**src/rtss_pkg.sv**
```systemverilog
// Shared types and constants for the record table with sort and search.
// Used by every module of the block; depends on nothing.
`default_nettype none

package rtss_pkg;

  localparam int KEY_W           = 32;
  localparam int PAY_W           = 64;
  localparam int IDX_W           = 7;
  localparam int HELD_W          = 8;
  localparam int MAX_RECORDS_DEF = 128;

  typedef enum logic [2:0] {
    ACT_CLEAR  = 3'd0,
    ACT_APPEND = 3'd1,
    ACT_SORT   = 3'd2,
    ACT_SEARCH = 3'd3,
    ACT_READ   = 3'd4
  } action_t;

  typedef enum logic [1:0] {
    ST_OK        = 2'd0,
    ST_FULL      = 2'd1,
    ST_NOT_FOUND = 2'd2,
    ST_BAD_INDEX = 2'd3
  } status_t;

  typedef enum logic [2:0] {
    S_IDLE,
    S_SORT_LOAD,
    S_SORT_STEP,
    S_SORT_END,
    S_SRCH_CHK,
    S_SRCH_CMP,
    S_RD_WAIT,
    S_DONE
  } seq_state_t;

  typedef struct packed {
    logic signed [KEY_W-1:0] key;
    logic [PAY_W-1:0]        payload;
  } rec_t;

  typedef struct packed {
    action_t                 action;
    logic signed [KEY_W-1:0] record_key;
    logic [PAY_W-1:0]        record_payload;
    logic [IDX_W-1:0]        entry_index;
  } cmd_t;

  typedef struct packed {
    status_t                 status;
    logic                    hit;
    logic signed [KEY_W-1:0] found_key;
    logic [PAY_W-1:0]        found_payload;
    logic [IDX_W-1:0]        found_index;
    logic [HELD_W-1:0]       entries_held;
  } res_t;

endpackage

`default_nettype wire

```
**src/rtss_cmp.sv**
```systemverilog
// Shared key compare unit: signed less-than and equality on two keys.
// Depends on rtss_pkg for the key width.
`default_nettype none

module rtss_cmp (
  input  wire logic signed [rtss_pkg::KEY_W-1:0] a,
  input  wire logic signed [rtss_pkg::KEY_W-1:0] b,
  output logic                                   lt,
  output logic                                   eq
);

  assign lt = (a < b);
  assign eq = (a == b);

endmodule

`default_nettype wire

```
**config.mk**
```make
export PLATFORM = sky130hd
export DESIGN_NAME = rtss_cmp
export DESIGN_NICKNAME = d
export VERILOG_FILES = /design/src/rtss_pkg.sv /design/src/rtss_cmp.sv
export SDC_FILE = /design/constraint.sdc
export NUM_CORES = 1
export LEC_CHECK = 0
export BUFFER_PORTS_ARGS = -buffer_cell sky130_fd_sc_hd__buf_2
export CORE_UTILIZATION = 25
export DETAILED_ROUTE_END_ITERATION = 10
export PLACE_DENSITY = 0.58
export RECOVER_POWER = 50
export SLEW_MARGIN = 20
export SYNTH_ARGS = -nofsm -noshare
export SYNTH_HDL_FRONTEND = slang
export SYNTH_SLANG_ARGS = --single-unit
```
**constraint.sdc**
```tcl
create_clock -name vclk -period 1.5
set_input_delay 0 -clock vclk [all_inputs]
set_output_delay 0 -clock vclk [all_outputs]
set_load 0.005 [all_outputs]
```
== Word-level counts from Yosys, hierarchy flattened ==
Cells that the tools add are included.

* Bits in registers: 0
* Logic and storage cells: 2
* Output and inout port bits: 2

* Magnitude comparators: 1
* Equal/unequal tests: 1

{| class="wikitable"
|+ Operators with widths
! kind !! number
|-
| $eq 32x32->1 || 1
|-
| $lt 32x32->1 || 1
|}

== Longest topological paths before layout ==
Gate-level depths: netlist of run 1.

* Word-level depth: 1
* Gate-level depth with buffers: 7
* Depth with buffers taken out: 7

== Worst setup path after synthesis of run 1 ==
OpenSTA, ideal clock, no wires.

* Path type: input-to-output
* Start: input b[14] (netlist bit)
* End: output lt
* Data arrival time: 1.224 ns
* Slack: 0.276 ns
* Buffers on the path: 0
* Stages: 7
* Cell sequence: inv_1 > ha_1 > a21oi_2 > nand2_1 > a221o_1 > o31a_1 > o22ai_2

* Longest elaborated chain between the ends: 1

{| class="wikitable"
|+ Ends and longest elaborated chain
! item !! line !! text
|-
| start, declared || rtss_cmp.sv:7 || <nowiki>input wire logic signed [rtss_pkg::KEY_W-1:0] b,</nowiki>
|-
| $lt 32x32->1 || rtss_cmp.sv:12 || <nowiki>assign lt = (a < b);</nowiki>
|-
| end, declared || rtss_cmp.sv:8 || <nowiki>output logic lt,</nowiki>
|}

No other way between the ends.

== Final worst setup path of run 1 ==
* Start: input b[9] (netlist bit)
* End: output lt

Same word-level chain as after synthesis.

==> flow_summary.toml, run 1 <==
[synth]
yosys.area.top_type = "ha_1"
netlist_instances = 113
yosys_warnings = 0
avgSynthCellArea_um2 = 7.26
synth-seq-area-share = 0
yosys-top-cells-area = "ha_1, inv_1, a21oi_1"
netlist.area_leader.share = 0.488
syn_area_um2 = 821
synthTopCellsByCount = "ha_1, inv_1, a21oi_1"
syn_nets = 209
ys_types = 24

[setup_path]
critPathKind = "in2out"
start_kind = "input pin"
cp_data_arrival_time_ns = 1.49
required_ns = 1.50
path_cells = "buf_2 -> inv_2 -> ha_4 -> nand4_1 -> nor2_1 -> a221o_1 -> o31a_1 -> o22ai_2 -> buf_2"
crit_fanout = 2
critPathBufInv = 3
slowest_stage = "a221o_1"
crit_cells = 9
cp-end-kind = "primary output"
slowest_delay_ns = 0.31
crit_top_cell = "buf_2"
cpLargestDelayFamily = "compound AO/OA/AOI/OAI gates"

[die]
die-area_mm2 = 0.00352
core_area_mm2 = 0.00308
start_util = 0.267
die_x_um = 59.3
io_pins = 66
die_y_um = 59.3
row_count = 20

[global_route]
grt_pass1_wl_um = 2890
antenna_found_initial = 0
grt_pass1_vias = 835
grt_usage = 0.0990
grt_max_degree = 5
overflow = 0

[detailed_routing]
dr.pass1.iters = 2
drt_iter0_markers = 11
ant_nets = 0
drt-total-wl_um = 2120
drc = 0
vias_per_cell = 4.38
vias = 998
wire_per_inst_um = 9.31

[pwr]
ir_worst_vdd_mv = 0.102
power.density_mw_per_mm2 = 245
power_leakage_nw = 0.802

[final_layout]
nClkBuffers = 0
drive_gt1_frac = 0.554
diodes = 0
area_growth_syn_to_layout_pct = 74.8
regArea_um2 = 0
stdcell_count = 228
final_core_util = 0.466
nets = 282
stdcell_area_mm2 = 0.00144
seq_cells = 0

[timing]
period_share = 0.994
worst_slack_ns = 0.00901
slew_headroom = 0.798
rsz0062_at_grt = "true"
slew_viol_final = 0
setup_viol = 0
finalHoldViolations = 0
setup_tns_ns = 0
max_slew.worst_pin.slew_ns = 0.302
clock.fmax_ghz = 0.671
fin_crit_ns = 1.49

[worst_hold_path]
hp-class = "in2out"
worstHoldPathCells = 5
min-delay-start = "b[0]"
hold_end = "eq"

[run_status]
status = "complete, no violations"

[placed_design]
dp_hpwl_um = 1700
place_area_mm2 = 0.00123
preCtsSetupSlack_ns = -0.0257
dpl.cell_count = 226
io_buffers = 66
gp_congestion = 0.706

[flow_run]
maxCapViolCount = 0
-- tightest hold or removal path, delay by kind of cell --
family	cells	cell delay [ns]
fa+ha+maj	1	0.11
simple gates	2	0.20
buf+inv	2	0.20
-- where the power goes --
group	switching, mW	internal (mW)	leakage (nW)	total [mW]
sequential	0	0	0	0
combinational	0.158	0.193	0.802	0.351
clock	0	0	0	0
total	0.158	0.193	0.802	0.351
-- final cells by class --
cell class | count | area, um2
inverter | 32 | 120
timing repair buffer | 71 | 395
tap | 44 | 55.1
multi-input combinational | 81 | 865
fill | 330 | 1640
-- what timing repair did --
action | in CTS | in global routing
pin swaps | 1 | 13
gates resized for setup | 3 | 31
setup endpoints to repair | 1 | 2
hold buffers | 0 | 0
buffers inserted | 0 | 2
-- layer usage --
| layer | wire [um] | global-route usage |
|---|---|---|
| met1 | 898 | 0.125 |
| met5 | 0 | 0 |
| met2 | 1100 | 0.193 |
| met4 | 0 | 0 |
| met3 | 127 | 0.00655 |
-- worst max-delay path by stage --
stage	startpoint	to	slack, ns
after floorplan	b[14]	lt	0.28
after CTS	a[7]	lt	0.02
after global placement	b[14]	lt	-0.03
after global routing	b[9]	lt	-0.08
after detailed placement	b[14]	lt	-0.03
final	b[9]	lt	0.009
-- logic make-up after synthesis --
logic type,count (synthesis),share of synthesized area
fa+ha+maj,32,0.488
buf+inv,32,0.146
compound gates,25,0.206
simple gates,24,0.160
-- stage by stage --
step / hold WS (ns) / total power, mW
6_report: 0.502 / 0.351
5_1_grt: 0.573 / 0.405
3_3_place_gp: 0.503 / 0.285
4_1_cts: 0.517 / 0.292
2_1_floorplan: 0.259 / 0.157
3_5_place_dp: 0.513 / 0.283
-- cell usage in the layout (no fill, tap or decap) --
| master | count |
|---|---|
| ha_4 | 10 |
| a221oi_2 | 1 |
| o31a_1 | 1 |
| nor3_1 | 1 |
| a21o_1 | 2 |
| ha_1 | 22 |
| o21ai_1 | 3 |
| nand3_1 | 2 |
| nor2_1 | 4 |
| o211ai_1 | 1 |
| inv_2 | 10 |
| buf_4 | 6 |
| nand2_1 | 7 |
| a21boi_2 | 1 |
| a21oi_1 | 8 |
| nor4_4 | 1 |
| a21oi_2 | 4 |
| a211oi_1 | 1 |
| nor2b_1 | 1 |
| nand4_1 | 6 |
| o2111ai_2 | 1 |
| inv_1 | 22 |
| a221o_1 | 1 |
| o22ai_2 | 1 |
| buf_2 | 61 |
| buf_6 | 4 |
| nor4_2 | 1 |
| nand4_2 | 1 |
Power figures use the tool's default switching activity.
==> run 2, diff against run 1 <==
--- a/config.mk
+++ b/config.mk
@@ -8,8 +8,9 @@
 export BUFFER_PORTS_ARGS = -buffer_cell sky130_fd_sc_hd__buf_2
 export CORE_UTILIZATION = 25
 export DETAILED_ROUTE_END_ITERATION = 10
-export PLACE_DENSITY = 0.58
+export PLACE_DENSITY = 0.61
 export RECOVER_POWER = 50
+export REMOVE_ABC_BUFFERS = 1
 export SLEW_MARGIN = 20
 export SYNTH_ARGS = -nofsm -noshare
 export SYNTH_HDL_FRONTEND = slang
==> constraint.sdc (replaced) <==
create_clock -name vclk -period 1.23
set_input_delay 0 -clock vclk [all_inputs]
set_output_delay 0 -clock vclk [all_outputs]
set_load 0.005 [all_outputs]
==> run 2 against run 1 <==
The flow now finishes with violations (negative setup slack). Combinational power increased by 58%. Critical path depth unchanged. Via count increased by 4.4%. Flip-flop and latch count unchanged. Non-clock buffer count increased by 5. Largest power group unchanged.
==> flow_summary.toml, run 2 (synthesis gave the netlist of run 1 again) <==
[global_route]
top_usage_layer = "met2"
gr-usage-met1 = 0.138
gr-usage-met2 = 0.347
overflow = 0
antenna_found_initial = 0
use_met3 = 0.00873
grt_pass1_vias = 1061
grt_max_degree = 5
grt_pass1_wl_um = 4050
grt_usage = 0.148

[die]
die-area_mm2 = 0.00352
die_y_um = 59.3
core_area_mm2 = 0.00308
io_pins = 66
die_x_um = 59.3
row_count = 20
start_util = 0.267

[run_status]
violations = "negative setup slack"
status = "finished, violations left"

[worst_hold_path]
worstHoldPathCells = 5
hp-class = "in2out"
hold_end = "eq"
min-delay-start = "b[0]"

[setup_path]
path_cells = "buf_6 -> inv_2 -> ha_4 -> nand4_1 -> nor2_1 -> a221o_1 -> o31a_1 -> o22ai_2 -> buf_2"
start_kind = "input pin"
critPathKind = "in2out"
slowest_stage = "a221o_1"
required_ns = 1.23
cpLargestDelayFamily = "compound AO/OA/AOI/OAI gates"
cp-end-kind = "primary output"
cp_data_arrival_time_ns = 1.41
crit_fanout = 3
critPathBufInv = 3
slowest_delay_ns = 0.29

[flow_run]
maxCapViolCount = 0

[final_layout]
final_core_util = 0.576
nClkBuffers = 0
drive_gt1_frac = 0.651
area_growth_syn_to_layout_pct = 116
diodes = 0
nets = 287
final_common_cell = "buf_2"
seq_cells = 0
regArea_um2 = 0
final_cell_mix = "buf_2, buf_6, ha_4, inv_1, inv_2"

[timing]
slew_headroom = 0.819
worst_slack_ns = -0.181
period_share = 1.15
clock.fmax_ghz = 0.709
rsz0062_at_grt = "true"
fin_crit_ns = 1.41
max_slew.worst_pin.slew_ns = 0.272
setup_viol = 2
slew_viol_final = 0
finalHoldViolations = 0
holdWs_ns = 0.503

[detailed_routing]
drt-total-wl_um = 2570
drc = 0
vias = 1042
ant_nets = 0
dr.pass1.iters = 4
wire_per_inst_um = 11.0
vias_per_cell = 4.47
drt_iter0_markers = 15

[placed_design]
gp_congestion = 0.707
dp_hpwl_um = 1770
preCtsSetupSlack_ns = -0.291
io_buffers = 66

[pwr]
power.density_mw_per_mm2 = 313
ir_worst_vdd_mv = 0.140
power_leakage_nw = 0.876

[cts]
hold_buffers = 0
[run 2: cell types whose count changed in the layout (fill, tap and decap cells not counted), sizes merged]
| cell | delta |
|---|---|
| buf | +5 |
[run 2: final cells by class]
class	instances	area [um2]
fill	289	1300
tap	44	55.1
multi-input combinational	81	1020
inverter	32	130
timing repair buffer	76	572
[run 2: stage by stage]
| step | instances | total power, mW | instance area (um2) | setup TNS [ns] |
|---|---|---|---|---|
| floorplan | 113 | 0.191 | 821 | 0 |
| global placement | 233 | 0.364 | 1280 | -0.474 |
| detailed placement | 233 | 0.365 | 1280 | -0.453 |
| CTS | 233 | 0.512 | 1680 | -0.269 |
| global route | 233 | 0.628 | 1770 | -0.457 |
| finish | 233 | 0.555 | 1770 | -0.229 |
[run 2: power breakdown]
group | leakage (nW) | internal (mW) | total [mW] | switching (mW)
sequential | 0 | 0 | 0 | 0
clock | 0 | 0 | 0 | 0
combinational | 0.876 | 0.326 | 0.555 | 0.229
[run 2: tightest hold or removal path: stages]
cell	delay (ns)
buf_2	0.08
ha_1	0.11
nand4_1	0.10
nor2_1	0.10
buf_2	0.12
[run 2: worst max path at each step]
stage | slack, ns | cells past startpoint | startpoint | endpoint
finish | -0.18 | 9 | b[13] | lt
detailed placement | -0.29 | 9 | b[14] | lt
global route | -0.32 | 9 | b[15] | lt
global placement | -0.30 | 9 | b[14] | lt
floorplan | 0.006 | 7 | b[14] | lt
CTS | -0.19 | 9 | b[8] | lt
[run 2: layer usage]
layer	up-vias	share of wire
li1	550	-
met1	455	0.36
met2	37	0.59
met3	0	0.053
met4	0	0
met5	-	0
[run 2: timing repair]
| action | in CTS | in global routing |
|---|---|---|
| pin swaps | 28 | 9 |
| resized for setup | 64 | 14 |
| hold endpoints to repair | 0 | 0 |
| setup endpoints to repair | 2 | 2 |
| setup buffers | 2 | 0 |
==> run 3, diff against run 2 <==
--- a/config.mk
+++ b/config.mk
@@ -6,9 +6,10 @@
 export NUM_CORES = 1
 export LEC_CHECK = 0
 export BUFFER_PORTS_ARGS = -buffer_cell sky130_fd_sc_hd__buf_2
+export CORE_MARGIN = 3
 export CORE_UTILIZATION = 25
 export DETAILED_ROUTE_END_ITERATION = 10
-export PLACE_DENSITY = 0.61
+export PLACE_DENSITY = 0.58
 export RECOVER_POWER = 50
 export REMOVE_ABC_BUFFERS = 1
 export SLEW_MARGIN = 20
==> constraint.sdc (replaced) <==
create_clock -name vclk -period 1.4
set_input_delay 0 -clock vclk [all_inputs]
set_output_delay 0 -clock vclk [all_outputs]
set_load 0.005 [all_outputs]
==> run 3 against run 2 <==
The flow still finishes with violations (negative setup slack). Critical path depth shrank 1. Total power shrank 26%. Sequential share of layout area is the same. Die area grew 14%. Combinational power shrank 26%. Via count shrank 3.6%. Cell area shrank 13%. Cell count is the same.
==> flow_summary.toml, run 3 (synthesis gave the netlist of run 1 again) <==
[run_status]
status = "finished, violations left"
violations = "negative setup slack"

[setup_path]
cp_data_arrival_time_ns = 1.46
critPathKind = "in2out"
path_cells = "buf_2 -> ha_1 -> a21oi_2 -> o21ai_1 -> a221o_1 -> o31a_1 -> o22ai_2 -> buf_2"
cpLargestDelayFamily = "compound AO/OA/AOI/OAI gates"
crit_cells = 8
start_kind = "input pin"
crit_top_cell = "buf_2"
required_ns = 1.40
cp-end-kind = "primary output"
critPathBufInv = 2
crit_fanout = 2
slowest_delay_ns = 0.32
slowest_stage = "ha_1"

[global_route]
grt_max_degree = 5
grt_pass1_wl_um = 3970
grt_pass1_vias = 993
overflow = 0
antenna_found_initial = 0
grt_usage = 0.112

[timing]
worst_slack_ns = -0.0554
finalHoldViolations = 0
max_slew.worst_pin.slew_ns = 0.280
rsz0062_at_grt = "true"
fin_crit_ns = 1.46
clock.fmax_ghz = 0.687
slew_viol_final = 0
period_share = 1.04
slew_headroom = 0.812
setup_viol = 1

[pwr]
power.density_mw_per_mm2 = 267
power_leakage_nw = 0.851
ir_worst_vdd_mv = 0.124

[final_layout]
stdcell_area_mm2 = 0.00154
area_growth_syn_to_layout_pct = 87.8
nClkBuffers = 0
drive_gt1_frac = 0.561
final_cell_mix = "buf_2, inv_1, ha_1, buf_6, buf_4"
final_common_cell = "buf_2"
nets = 287
fill_cells = 323
diodes = 0
regArea_um2 = 0
seq_cells = 0

[placed_design]
dp_hpwl_um = 1860
preCtsSetupSlack_ns = -0.110
gp_congestion = 0.684
place_area_mm2 = 0.00127
io_buffers = 66

[die]
row_count = 20
die_y_um = 63.3
start_util = 0.265
core_area_mm2 = 0.00310
io_pins = 66
die-area_mm2 = 0.00401
die_x_um = 63.3

[worst_hold_path]
worstHoldPathCells = 5
hp-class = "in2out"

[detailed_routing]
vias = 1004
ant_nets = 0
top_layer_used = "met3"
drt_iter0_markers = 9
drt-total-wl_um = 2290
vias_per_cell = 4.31
wire_per_inst_um = 9.81
dr.pass1.iters = 2
dr_wl_met2_um = 1100
drc = 0
wl_met1_um = 987
met3_length_um = 198

[cts]
hold_buffers = 0

[flow_run]
maxCapViolCount = 0
==> run 3: cell counts in the layout (fill, tap and decap cells not counted) <==
No cell type changed its count.
==> run 3: through the flow <==
step,total power [mW],instances,utilization,setup TNS (ns),hold slack [ns]
final,0.412,233,0.497,-0.0554,0.482
after global routing,0.470,233,0.497,-0.189,0.579
after CTS,0.385,231,0.473,-0.00179,0.498
after detailed placement,0.319,231,0.408,-0.127,0.495
after global placement,0.319,231,0.408,-0.181,0.490
after floorplan,0.168,113,-,0,0.259
==> run 3: path summary, 6_finish.rpt <==
check  startpoint  to
min          b[0]  eq
max          a[5]  lt
==> run 3: timing repair <==
action / CTS / global route
setup endpoints to repair: 2 / 2
endpoints found under the hold margin: 0 / 0
buffers inserted: 0 / 2
gates resized for setup: 34 / 14
pin swaps: 15 / 9
==> run 3: tightest hold or removal path, delay by kind of cell <==
kind | cells | cell delay [ns]
buffers and inverters | 2 | 0.19
and+or+nand+nor | 2 | 0.18
adders and majority gates | 1 | 0.11
==> run 3: power by group <==
group	internal [mW]	switching, mW	total, mW
Clock	0	0	0
Sequential	0	0	0
Combinational	0.240	0.173	0.412
==> run 3: cell type report <==
cell class	instances	area, um2	area share
timing repair buffer	76	507	0.329
multi-input combinational	81	855	0.554
tap	44	55.1	0.0357
inverter	32	125	0.0812
==> run 3: per-layer routing <==
layer  GRT usage  vias to the layer above
met5           0                        -
met4           0                        0
met3     0.00535                        0
met2       0.199                       44
met1       0.159                      411
li1            -                      549
