**src/rtss_pkg.sv**
```systemverilog
// Shared types and constants for the record table with sort and search.
// Used by every module of the block; depends on nothing.
`default_nettype none

package rtss_pkg;

  localparam int KEY_W           = 32;
  localparam int PAY_W           = 64;
  localparam int IDX_W           = 7;
  localparam int HELD_W          = 8;
  localparam int MAX_RECORDS_DEF = 128;

  typedef enum logic [2:0] {
    ACT_CLEAR  = 3'd0,
    ACT_APPEND = 3'd1,
    ACT_SORT   = 3'd2,
    ACT_SEARCH = 3'd3,
    ACT_READ   = 3'd4
  } action_t;

  typedef enum logic [1:0] {
    ST_OK        = 2'd0,
    ST_FULL      = 2'd1,
    ST_NOT_FOUND = 2'd2,
    ST_BAD_INDEX = 2'd3
  } status_t;

  typedef enum logic [2:0] {
    S_IDLE,
    S_SORT_LOAD,
    S_SORT_STEP,
    S_SORT_END,
    S_SRCH_CHK,
    S_SRCH_CMP,
    S_RD_WAIT,
    S_DONE
  } seq_state_t;

  typedef struct packed {
    logic signed [KEY_W-1:0] key;
    logic [PAY_W-1:0]        payload;
  } rec_t;

  typedef struct packed {
    action_t                 action;
    logic signed [KEY_W-1:0] record_key;
    logic [PAY_W-1:0]        record_payload;
    logic [IDX_W-1:0]        entry_index;
  } cmd_t;

  typedef struct packed {
    status_t                 status;
    logic                    hit;
    logic signed [KEY_W-1:0] found_key;
    logic [PAY_W-1:0]        found_payload;
    logic [IDX_W-1:0]        found_index;
    logic [HELD_W-1:0]       entries_held;
  } res_t;

endpackage

`default_nettype wire

```
**src/rtss_seq.sv**
```systemverilog
// Sequencer for the record table: clear, append, bubble sort, binary search, read.
// Drives the record store and the shared compare unit; depends on rtss_pkg.
`default_nettype none

module rtss_seq #(
  parameter int MAX_RECORDS = rtss_pkg::MAX_RECORDS_DEF,
  parameter int AW          = $clog2(MAX_RECORDS)
) (
  input  wire logic                              clk,
  input  wire logic                              rst_n,
  input  wire logic                              cmd_valid,
  output logic                                   cmd_ready,
  input  wire rtss_pkg::cmd_t                    cmd,
  output logic                                   mem_we,
  output logic [AW-1:0]                          mem_waddr,
  output rtss_pkg::rec_t                         mem_wdata,
  output logic [AW-1:0]                          mem_raddr,
  input  wire rtss_pkg::rec_t                    mem_rdata,
  output logic signed [rtss_pkg::KEY_W-1:0]      cmp_a,
  output logic signed [rtss_pkg::KEY_W-1:0]      cmp_b,
  input  wire logic                              cmp_lt,
  input  wire logic                              cmp_eq,
  output logic                                   res_valid,
  input  wire logic                              res_taken,
  output rtss_pkg::res_t                         res
);

  localparam int CW = $clog2(MAX_RECORDS + 1);
  localparam int XW = (CW > rtss_pkg::IDX_W) ? CW : rtss_pkg::IDX_W;

  rtss_pkg::seq_state_t state_r, state_nxt;

  logic [CW-1:0]                     count_r, count_nxt;
  logic signed [rtss_pkg::KEY_W-1:0] key_r, key_nxt;
  rtss_pkg::status_t                 status_r, status_nxt;
  logic                              hit_r, hit_nxt;
  logic signed [rtss_pkg::KEY_W-1:0] fkey_r, fkey_nxt;
  logic [rtss_pkg::PAY_W-1:0]        fpay_r, fpay_nxt;
  logic [AW-1:0]                     fidx_r, fidx_nxt;
  logic [AW-1:0]                     j_r, j_nxt;
  logic [AW-1:0]                     last_r, last_nxt;
  rtss_pkg::rec_t                    cur_r, cur_nxt;
  logic [CW-1:0]                     lo_r, lo_nxt;
  logic [CW-1:0]                     end_r, end_nxt;
  logic [AW-1:0]                     mid_r, mid_nxt;

  logic [CW-1:0] cnt_m1;
  logic [AW-1:0] j_p1;
  logic [XW-1:0] idx_x;
  logic [XW-1:0] cnt_x;
  logic          idx_ok;
  logic [CW:0]   mid_sum;
  logic [CW-1:0] mid_w;
  logic [31:0]   fidx32;
  logic [31:0]   cnt32;

  assign cnt_m1  = count_r - CW'(1);
  assign j_p1    = j_r + AW'(1);
  assign idx_x   = XW'(cmd.entry_index);
  assign cnt_x   = XW'(count_r);
  assign idx_ok  = (idx_x < cnt_x);
  // mid = (lo + hi) / 2 with hi = end - 1; only used while lo < end
  assign mid_sum = {1'b0, lo_r} + {1'b0, end_r} - (CW + 1)'(1);
  assign mid_w   = mid_sum[CW:1];
  assign fidx32  = 32'(fidx_r);
  assign cnt32   = 32'(count_r);

  // hold off input words while reset is applied or an action runs
  assign cmd_ready = rst_n && (state_r == rtss_pkg::S_IDLE);

  // next state
  always_comb begin
    state_nxt = state_r;
    case (state_r)
      rtss_pkg::S_IDLE: begin
        if (cmd_valid) begin
          case (cmd.action)
            rtss_pkg::ACT_SORT: begin
              state_nxt = (count_r < CW'(2)) ? rtss_pkg::S_DONE : rtss_pkg::S_SORT_LOAD;
            end
            rtss_pkg::ACT_SEARCH: state_nxt = rtss_pkg::S_SRCH_CHK;
            rtss_pkg::ACT_READ: begin
              state_nxt = idx_ok ? rtss_pkg::S_RD_WAIT : rtss_pkg::S_DONE;
            end
            default: state_nxt = rtss_pkg::S_DONE;
          endcase
        end
      end
      rtss_pkg::S_SORT_LOAD: state_nxt = rtss_pkg::S_SORT_STEP;
      rtss_pkg::S_SORT_STEP: begin
        state_nxt = (j_p1 == last_r) ? rtss_pkg::S_SORT_END : rtss_pkg::S_SORT_STEP;
      end
      rtss_pkg::S_SORT_END: begin
        state_nxt = (last_r == AW'(1)) ? rtss_pkg::S_DONE : rtss_pkg::S_SORT_LOAD;
      end
      rtss_pkg::S_SRCH_CHK: begin
        state_nxt = (lo_r < end_r) ? rtss_pkg::S_SRCH_CMP : rtss_pkg::S_DONE;
      end
      rtss_pkg::S_SRCH_CMP: begin
        state_nxt = (!cmp_lt && cmp_eq) ? rtss_pkg::S_DONE : rtss_pkg::S_SRCH_CHK;
      end
      rtss_pkg::S_RD_WAIT: state_nxt = rtss_pkg::S_DONE;
      rtss_pkg::S_DONE: begin
        if (res_taken) begin
          state_nxt = rtss_pkg::S_IDLE;
        end
      end
      default: state_nxt = rtss_pkg::S_IDLE;
    endcase
  end

  // outputs and datapath
  always_comb begin
    count_nxt  = count_r;
    key_nxt    = key_r;
    status_nxt = status_r;
    hit_nxt    = hit_r;
    fkey_nxt   = fkey_r;
    fpay_nxt   = fpay_r;
    fidx_nxt   = fidx_r;
    j_nxt      = j_r;
    last_nxt   = last_r;
    cur_nxt    = cur_r;
    lo_nxt     = lo_r;
    end_nxt    = end_r;
    mid_nxt    = mid_r;
    mem_we     = 1'b0;
    mem_waddr  = '0;
    mem_wdata  = cur_r;
    mem_raddr  = '0;
    cmp_a      = mem_rdata.key;
    cmp_b      = key_r;
    res_valid  = 1'b0;
    case (state_r)
      rtss_pkg::S_IDLE: begin
        if (cmd_valid) begin
          status_nxt = rtss_pkg::ST_OK;
          hit_nxt    = 1'b0;
          fkey_nxt   = '0;
          fpay_nxt   = '0;
          fidx_nxt   = '0;
          key_nxt    = cmd.record_key;
          lo_nxt     = '0;
          end_nxt    = count_r;
          case (cmd.action)
            rtss_pkg::ACT_CLEAR: count_nxt = '0;
            rtss_pkg::ACT_APPEND: begin
              if (count_r == CW'(MAX_RECORDS)) begin
                status_nxt = rtss_pkg::ST_FULL;
              end else begin
                mem_we            = 1'b1;
                mem_waddr         = count_r[AW-1:0];
                mem_wdata.key     = cmd.record_key;
                mem_wdata.payload = cmd.record_payload;
                count_nxt         = count_r + CW'(1);
              end
            end
            rtss_pkg::ACT_SORT: begin
              mem_raddr = '0;
              last_nxt  = cnt_m1[AW-1:0];
            end
            rtss_pkg::ACT_READ: begin
              if (idx_ok) begin
                mem_raddr = idx_x[AW-1:0];
                fidx_nxt  = idx_x[AW-1:0];
              end else begin
                status_nxt = rtss_pkg::ST_BAD_INDEX;
              end
            end
            default: ;
          endcase
        end
      end
      rtss_pkg::S_SORT_LOAD: begin
        cur_nxt   = mem_rdata;
        mem_raddr = AW'(1);
        j_nxt     = '0;
      end
      rtss_pkg::S_SORT_STEP: begin
        // carry the larger record forward, drop the smaller one into slot j
        cmp_b     = cur_r.key;
        mem_we    = 1'b1;
        mem_waddr = j_r;
        if (cmp_lt) begin
          mem_wdata = mem_rdata;
        end else begin
          mem_wdata = cur_r;
          cur_nxt   = mem_rdata;
        end
        if (j_p1 != last_r) begin
          j_nxt     = j_p1;
          mem_raddr = j_r + AW'(2);
        end
      end
      rtss_pkg::S_SORT_END: begin
        mem_we    = 1'b1;
        mem_waddr = last_r;
        mem_wdata = cur_r;
        mem_raddr = '0;
        last_nxt  = last_r - AW'(1);
      end
      rtss_pkg::S_SRCH_CHK: begin
        if (lo_r < end_r) begin
          mem_raddr = mid_w[AW-1:0];
          mid_nxt   = mid_w[AW-1:0];
        end else begin
          status_nxt = rtss_pkg::ST_NOT_FOUND;
        end
      end
      rtss_pkg::S_SRCH_CMP: begin
        if (cmp_lt) begin
          lo_nxt = CW'(mid_r) + CW'(1);
        end else if (cmp_eq) begin
          hit_nxt  = 1'b1;
          fkey_nxt = mem_rdata.key;
          fpay_nxt = mem_rdata.payload;
          fidx_nxt = mid_r;
        end else begin
          end_nxt = CW'(mid_r);
        end
      end
      rtss_pkg::S_RD_WAIT: begin
        hit_nxt  = 1'b1;
        fkey_nxt = mem_rdata.key;
        fpay_nxt = mem_rdata.payload;
      end
      rtss_pkg::S_DONE: res_valid = 1'b1;
      default: ;
    endcase
  end

  always_ff @(posedge clk) begin
    if (!rst_n) begin
      state_r <= rtss_pkg::S_IDLE;
      count_r <= '0;
    end else begin
      state_r <= state_nxt;
      count_r <= count_nxt;
    end
  end

  always_ff @(posedge clk) begin
    key_r    <= key_nxt;
    status_r <= status_nxt;
    hit_r    <= hit_nxt;
    fkey_r   <= fkey_nxt;
    fpay_r   <= fpay_nxt;
    fidx_r   <= fidx_nxt;
    j_r      <= j_nxt;
    last_r   <= last_nxt;
    cur_r    <= cur_nxt;
    lo_r     <= lo_nxt;
    end_r    <= end_nxt;
    mid_r    <= mid_nxt;
  end

  always_comb begin
    res.status        = status_r;
    res.hit           = hit_r;
    res.found_key     = fkey_r;
    res.found_payload = fpay_r;
    res.found_index   = fidx32[rtss_pkg::IDX_W-1:0];
    res.entries_held  = cnt32[rtss_pkg::HELD_W-1:0];
  end

endmodule

`default_nettype wire

```
**config.mk**
```make
export PLATFORM = sky130hd
export DESIGN_NAME = rtss_seq
export DESIGN_NICKNAME = d
export VERILOG_FILES = /design/src/rtss_pkg.sv /design/src/rtss_seq.sv
export SDC_FILE = /design/constraint.sdc
export NUM_CORES = 1
export LEC_CHECK = 0
export BUFFER_PORTS_ARGS = -buffer_cell sky130_fd_sc_hd__buf_4
export CELL_PAD_IN_SITES_DETAIL_PLACEMENT = 1
export CELL_PAD_IN_SITES_GLOBAL_PLACEMENT = 2
export CORE_UTILIZATION = 34
export DETAILED_ROUTE_END_ITERATION = 8
export GPL_TIMING_DRIVEN = 0
export PLACE_DENSITY_LB_ADDON = 0.1
export SLEW_MARGIN = 20
export SYNTH_ARGS = -nofsm -noshare
export SYNTH_HDL_FRONTEND = slang
export SYNTH_SLANG_ARGS = --single-unit
```
**constraint.sdc**
```tcl
create_clock -name clk -period 8.7 [get_ports clk]
set_clock_uncertainty 0.15 [all_clocks]
set_input_delay 1.305 -clock clk [delete_from_list [all_inputs] [get_ports clk]]
set_output_delay 1.305 -clock clk [all_outputs]
set_load 0.005 [all_outputs]
```
Word level (Yosys, flattened, before mapping):

Cells that the tools add are included.

* multiplexer cells: 69
* add/sub/neg operators: 8
* bitwise logic cells: 0
* div/mod/pow operators: 0
* equal/unequal tests: 26
* shift-type cells: 0
* reduce and logical (&&, ||, !) cells: 24
* magnitude comparators: 3
* $mul: 0

Operator list (count)
* 96-bit two-way mux: 5
* 96-bit case mux with 2 select lines: 2
* 64-bit two-way mux: 3
* 64-bit case mux with 3 select lines: 1
* 32-bit two-way mux: 4
* 7-bit two-way mux: 14
* 32-bit case mux with 3 select lines: 1
* 8-bit two-way mux: 6
* 8-bit case mux with 2 select lines: 3
* 7-bit case mux with 2 select lines: 3
* 7-bit case mux with 4 select lines: 1
* 3-bit case mux with 8 select lines: 1
* 7-bit case mux with 3 select lines: 1
* 2-bit != test, second input constant: 10
* 4-bit AND reduction: 4
* 3-bit equality test, second input constant: 5
* 7-bit by 1-bit subtractor with 7-bit output, second input constant: 2
* 3-bit by 2-bit equality test with 1-bit output, second input constant: 4
* 3-bit two-way mux: 4
* 1-bit two-way mux: 10
* 2-bit two-way mux: 5
* 2-bit AND reduction: 5
* 2-bit nonzero test: 5
* 3-bit case mux with 3 select lines: 1
* other kinds (24): 30

* memory bits (read-only): 0
* latch bits: 0
* memories: 0
* memory bits (writable): 0
* logic and storage cells: 145
* register bits after elaboration: 282
* output and inout bits: 291

Logic depth before layout (Yosys ltp):

Gate-level depths: netlist of the first run.

* depth in word-level cells: 5
* gate-level depth with buffers: 10

Worst setup path after synthesis of the first run:

OpenSTA, ideal clock, no wires.

* path type: in2reg
* from: input cmp_lt
* to: register cur_r[0] (netlist bit), enable pin
* library setup time: 553 ps
* stages on the path: 2
* arrival: 5509 ps
* setup slack: 2488 ps
* buffers on the path: 0
* cell sequence: o21a_1 -> nor2_1

* longest elaborated chain between the ends: 2

RTL lines
* from (decl): line rtss_seq.sv:21 `input wire logic cmp_lt,`
* 2-bit != test (no line)
* 2-bit AND reduction (no line)
* to (signal assigned): line rtss_seq.sv:251 `cur_r <= cur_nxt;`
* to (decl): line rtss_seq.sv:42 `rtss_pkg::rec_t cur_r, cur_nxt;`

Every way passes these cells.
A chain may end at the register's enable or synchronous reset.

==> run summary, run 1 <==
outcome - completed
Post-CTS Setup Bufs - 0
H-tree levels - 2
Mapped Area - 13800 sq um
Slew headroom - 34.1%
Ys Warns - 0
chip width - 203 um
Syn Area/Cell - 12.1 sq um
clock period minus worst slack - 5.23 ns
drt wl/cell - 25.7 um
Peak Freq - 191 MHz
Overflow after GRT - 0
Syn Nets - 1385
Total GRT Usage - 27.4%
count of state elements after synthesis - 282
CP Data Required Time - 7.24 ns
hold_ws - 0.534 ns
post-placement cell count - 2173
CTS Buf Count - 36
# setup viols final - 0
Seq/Total Area, Yosys - 60.6%
CP Data Arrival Time - 3.77 ns
Mapped Cells - 1143
first-pass GRT wire length - 82000 um
worst-path fanout max - 10
Yosys cell types - 67
Fillers - 4360
P per Cell Area - 345 nW/um^2
Die ar. - 41400 sq um
max-slew violation count - 0
vias in the first global route - 12200
DP HPWL - 44000 um
input/output buffers - 497
CP endpoint kind - primary output
Final Core Density - 48.6%
1st-pass router iterations - 8
clk sinks - 282
Vias - 11600
CTS clock-pin slew for the worst setup and hold paths - 0.06 ns
Clock Tree Buf Depth - 3
Chip Height - 203 um
critical path class - input port to primary output
drt via density - 5.20
layout cell share with drive strength beyond 1 - 36.4%
Placeable Area - 39900 sq um
gpl congestion - 0.833
largest net degree at the start of global routing - 54
Worst-Margin Slew - 0.989 ns
worst skew pair latency - 0.54 ns
ys flop type - edfxtp_1
most frequent cells in the layout - buf_4, edfxtp_1, inv_1, nand2_1, and2_1
most common cell after layout, fill and taps aside - buf_4
CTS root buf - clkbuf_16
CP Launch Type - input port
initial antenna violation count - 4
routed wire length - 57500 um
DRT antenna net count - 0
Lkg Pwr - 8.66 nW
FP Rows - 73
Syn-to-layout area delta - 40.7%
RSZ-0062 raised after global routing - no
fin cells - 2233
final hold vios - 0
HP Class - register to register
Remaining DRCs - 0
final period utilization - 60.1%
CTS tree - done
Synth async-reset ratio - 0%
maximum vdd ir drop - 0.152 mV
initial drt markers - 1045
Initial Utilization - 34.6%
Max-Cap Viols - 0
cells resized by post-CTS repair - 0
I/O pin count - 499
Post-synth EDFFs - 271
# nets final - 1928
Hold Buf Count CTS - 0
critical path: stages:
cell and delay (ns):
clkbuf_1 0.31, nor4bb_1 0.29, o311ai_0 0.33, a211o_2 0.50
clkbuf_8 0.22, buf_2 0.23, a222oi_1 0.25, inv_1 0.16
buf_4 0.16
metrics by stage:
step           cell area, sq um  setup WS [ns]  TNS [ns]  power (W)
6_report                  19400           3.47         0    0.00669
5_1_grt                   19400           3.20         0    0.00705
4_1_cts                   19400           3.48         0    0.00678
3_5_place_dp              18400           3.49         0    0.00539
3_3_place_gp              18200          -1.07   -102.24    0.00533
2_1_floorplan             13800           2.49         0    0.00359
cell usage after synthesis (4+ instances only):
master | number | share of area (%)
a21oi_1 | 17 | 0.62
nor2_1 | 39 | 1.1
nor3_1 | 8 | 0.29
edfxtp_1 | 271 | 59
xor2_1 | 14 | 0.89
and2_1 | 105 | 4.8
and3_1 | 6 | 0.27
ha_1 | 33 | 3.0
buf_8 | 10 | 1.1
a21o_1 | 5 | 0.27
o211ai_1 | 4 | 0.22
buf_2 | 7 | 0.25
nand2b_1 | 4 | 0.18
clkbuf_1 | 42 | 1.1
a22o_1 | 7 | 0.44
nand3_1 | 23 | 0.83
o221ai_1 | 7 | 0.44
a222oi_1 | 100 | 7.3
buf_4 | 35 | 1.9
nand2_1 | 128 | 3.5
inv_1 | 152 | 4.1
a221o_1 | 4 | 0.29
o21ai_0 | 22 | 0.80
or3_1 | 4 | 0.18
xnor2_1 | 24 | 1.5
nand4_1 | 6 | 0.27
dfxtp_1 | 11 | 1.6
flip-flops by register name (all words and copies together), names as in the netlist:
name	cells
hit_r	1
fidx_r	7
mid_r	7
last_r	7
lo_r	8
state_r	3
status_r	2
key_r	32
fpay_r	64
cur_r	96
j_r	7
end_r	8
cnt_x	8
fkey_r	32
cells by family (layout without fill, tap and decap cells):
kind of cell / count (synthesis) / after routing / share of synthesized area [%]
flip-flops: 282 / 282 / 60.6
buffers and inverters: 255 / 819 / 9.13
AO/OA/AOI/OAI: 187 / 187 / 11.7
AND/OR/NAND/NOR: 342 / 342 / 12.4
adder cells (fa/ha/maj): 34 / 34 / 3.14
other: 0 / 1 / 0
multiplexers: 2 / 2 / 0.154
XOR/XNOR: 41 / 41 / 2.90
layout make-up:
cell class	count	area (sq um)	share of cell area, %
multi-input cells	606	4200	21.6
repair buffers	505	3910	20.2
plain buffers	100	678	3.49
clock inverters	10	48.8	0.251
diodes	1	2.50	0.0129
inverters	155	583	3.00
well taps	525	657	3.38
flip-flops and latches	282	8360	43.1
clock buffers	49	971	5.00
path summary, 6_finish.rpt:
path                                from            end  slack [ns]  cells past startpoint
worst min-delay path            cnt_x[5]       cnt_x[6]        0.53                      3
worst max-delay path            cmd[103]  mem_wdata[70]        3.47                      9
worst min register to register  cnt_x[5]       cnt_x[6]        0.53                      3
worst max register to register    j_r[0]         j_r[4]        5.41                      6
metal layers:
layer  share of wire (%)  track usage, %  up-vias  wire length [um]
met5               0.073               0        -                42
met3                 8.3            8.26      105              4790
met1                  38            32.3     5827             21900
met2                  49            46.1      443             28300
met4                 4.3            12.2        6              2450
li1                    -               -     5238                 -
report_power, final:
group | internal [W] | switching (W)
clock | 0.000777 | 0.000582
combinational | 0.00130 | 0.00174
sequential | 0.00212 | 0.000174
total | 0.00420 | 0.00250
No activity file was read; power rests on OpenSTA's default activity.
==> run 2, diff against run 1 <==
- CORE_UTILIZATION: 34 -> 28
- clock period: 8.7 -> 4.6 ns (I/O delays scaled with it)
==> run summary, run 2 (synthesized netlist as in run 1, its figures left out) <==
clk sinks - 282 (unchanged)
final period utilization - 94.3%
Lkg Pwr - 8.71 nW (+0.54%)
Slew headroom - 38.8% (+4.7 points)
input/output buffers - 497 (unchanged)
RSZ-0062 raised after global routing - no
HP Class - input port to register
Slowest-stage cell, CP - o21ai_0
routed wl met2 - 30900 um (+9.1%)
# setup viols final - 0 (unchanged)
CP Data Arrival Time - 3.50 ns (-0.27 ns)
total design power - 0.0129 W (+93%)
DP HPWL - 46600 um (+5.9%)
Remaining DRCs - 0 (unchanged)
Chip Height - 224 um (+10%)
most common cell after layout, fill and taps aside - buf_4
Setup WS post-layout - 0.262 ns (-3.21 ns)
drt wl/cell - 25.7 um (-0.16%)
chip width - 224 um (+10%)
Max-Cap Viols - 0 (unchanged)
Syn-to-layout area delta - 42.5%
outcome - completed
Placeable Area - 48100 sq um (+21%)
Post-CTS Setup Bufs - 0 (unchanged)
clock period minus worst slack - 4.34 ns
max reg flops - 96 (unchanged)
Vias - 11700 (+0.37%)
cells resized by post-CTS repair - 0 (unchanged)
Worst-Margin Slew - 0.918 ns (-0.0712 ns)
worst-path fanout max - 7 (-3)
slowest cell delay on critical path - 0.66 ns (+0.16 ns)
Clock Tree Buf Depth - 3 (unchanged)
most frequent cells in the layout - buf_4, edfxtp_1, inv_1, nand2_1, and2_1
CP Launch Type - register
gpl congestion - 0.822 (-1.4%)
CTS Buf Count - 36 (unchanged)
1st-pass router iterations - 9 (+1)
WL met1 - 24100 um (+10%)
largest net degree at the start of global routing - 44 (-19%)
Highest Signal Layer - met5
P per Cell Area - 656 nW/um^2 (+90%)
H-tree levels - 2 (unchanged)
routed wl met3 - 4580 um (-4.3%)
worst path buffer plus inverter count - 1 (-4)
DRT antenna net count - 0 (unchanged)
CTS clock-pin slew for the worst setup and hold paths - 0.06 ns (about the same)
worst skew pair latency - 0.54 ns (about the same)
I/O pin count - 499 (unchanged)
CP Data Required Time - 3.76 ns (-3.48 ns)
initial antenna violation count - 4 (unchanged)
CTS tree - done
initial drt markers - 976 (-6.6%)
critical path class - register to primary output
Biggest register - cur_r
FP Rows - 80 (+9.6%)
max-slew violation count - 0 (unchanged)
vias in the first global route - 12100 (-0.75%)
first-pass GRT wire length - 86400 um (+5.5%)
Overflow after GRT - 0 (unchanged)
DP Worst Slack - 0.516 ns (-2.97 ns)
worst path cell trace - ha_1, nand3_1, or3_1, a21o_1, o21ai_0, o221ai_1, buf_4
Top delay family on crit path - compound AO/OA/AOI/OAI gates
Peak Freq - 231 MHz
drt via density - 4.92 (-5.4%)
maximum vdd ir drop - 0.218 mV (+43%)
CTS root buf - clkbuf_16
largest registers - cur_r: 96 flops, fpay_r: 64 flops
CP endpoint kind - primary output
layout cell share with drive strength beyond 1 - 36.6% (+0.22 points)
# nets final - 1928 (unchanged)
Die ar. - 50200 sq um (+21%)
routed wire length - 60900 um (+6.0%)
Initial Utilization - 28.7% (-5.9 points)
Total GRT Usage - 23.9% (-3.5 points)
Hold Buf Count CTS - 0 (unchanged)
final hold vios - 0 (unchanged)
==> run 2: changes by cell type in the layout (fill, tap and decap cells not counted), sizes merged <==
| cell | delta |
|---|---|
| clkinv | +7 |
| clkbuf | -3 |
| bufinv | +2 |
==> run 2: area by class of cell <==
type | instances | area, sq um
Inverter | 155 | 583
Timing Repair Buffer | 505 | 3930
Sequential cell | 282 | 8360
Clock buffer | 46 | 938
Tap cell | 656 | 821
Clock inverter | 19 | 151
Antenna cell | 1 | 2.50
Buffer | 100 | 679
Fill cell | 5326 | 28500
Multi-Input combinational cell | 606 | 4200
==> run 2: power breakdown <==
group	internal, W	switching, W	total [W]
Clock	0.00156	0.00115	0.00271
Combinational	0.00247	0.00336	0.00584
Sequential	0.00402	0.000332	0.00435
==> run 2: worst paths after layout <==
| path | start | endpoint | slack [ns] | depth (start not counted) |
|---|---|---|---|---|
| worst max-delay path | j_r[0] | mem_raddr[1] | 0.26 | 7 |
| worst min-delay path | cmd[95] | key_r[24] | 0.18 | 1 |
| worst max register to register | j_r[0] | j_r[4] | 1.24 | 6 |
| worst min register to register | mid_r[6] | end_r[6] | 0.53 | 2 |
==> run 2: layer usage <==
layer	GRT usage (%)	up-vias
met5	0	-
met4	6.30	2
met3	6.20	77
met2	41.7	445
met1	29.1	5893
li1	-	5245
==> run 2: per-stage QoR <==
stage | setup TNS, ns | cells | utilization [%] | cell area [sq um] | hold WS (ns)
2_1_floorplan | 0 | 1143 | - | 13800 | 0.430
3_3_place_gp | -356.43 | 2296 | 38.1 | 18400 | 0.518
3_5_place_dp | 0 | 2304 | 38.6 | 18600 | 0.502
4_1_cts | 0 | 2369 | 40.8 | 19700 | 0.142
5_1_grt | 0 | 2369 | 40.8 | 19700 | 0.153
6_report | 0 | 2370 | 40.8 | 19700 | 0.175
==> run 2: worst reg2reg max path: stages (launching register included) <==
cell and delay, ns:
edfxtp_1 0.54, ha_1 0.27, nand3_1 0.22, or3_1 0.45, a21o_1 0.22, o21ai_0 0.66, o21ai_1 0.49
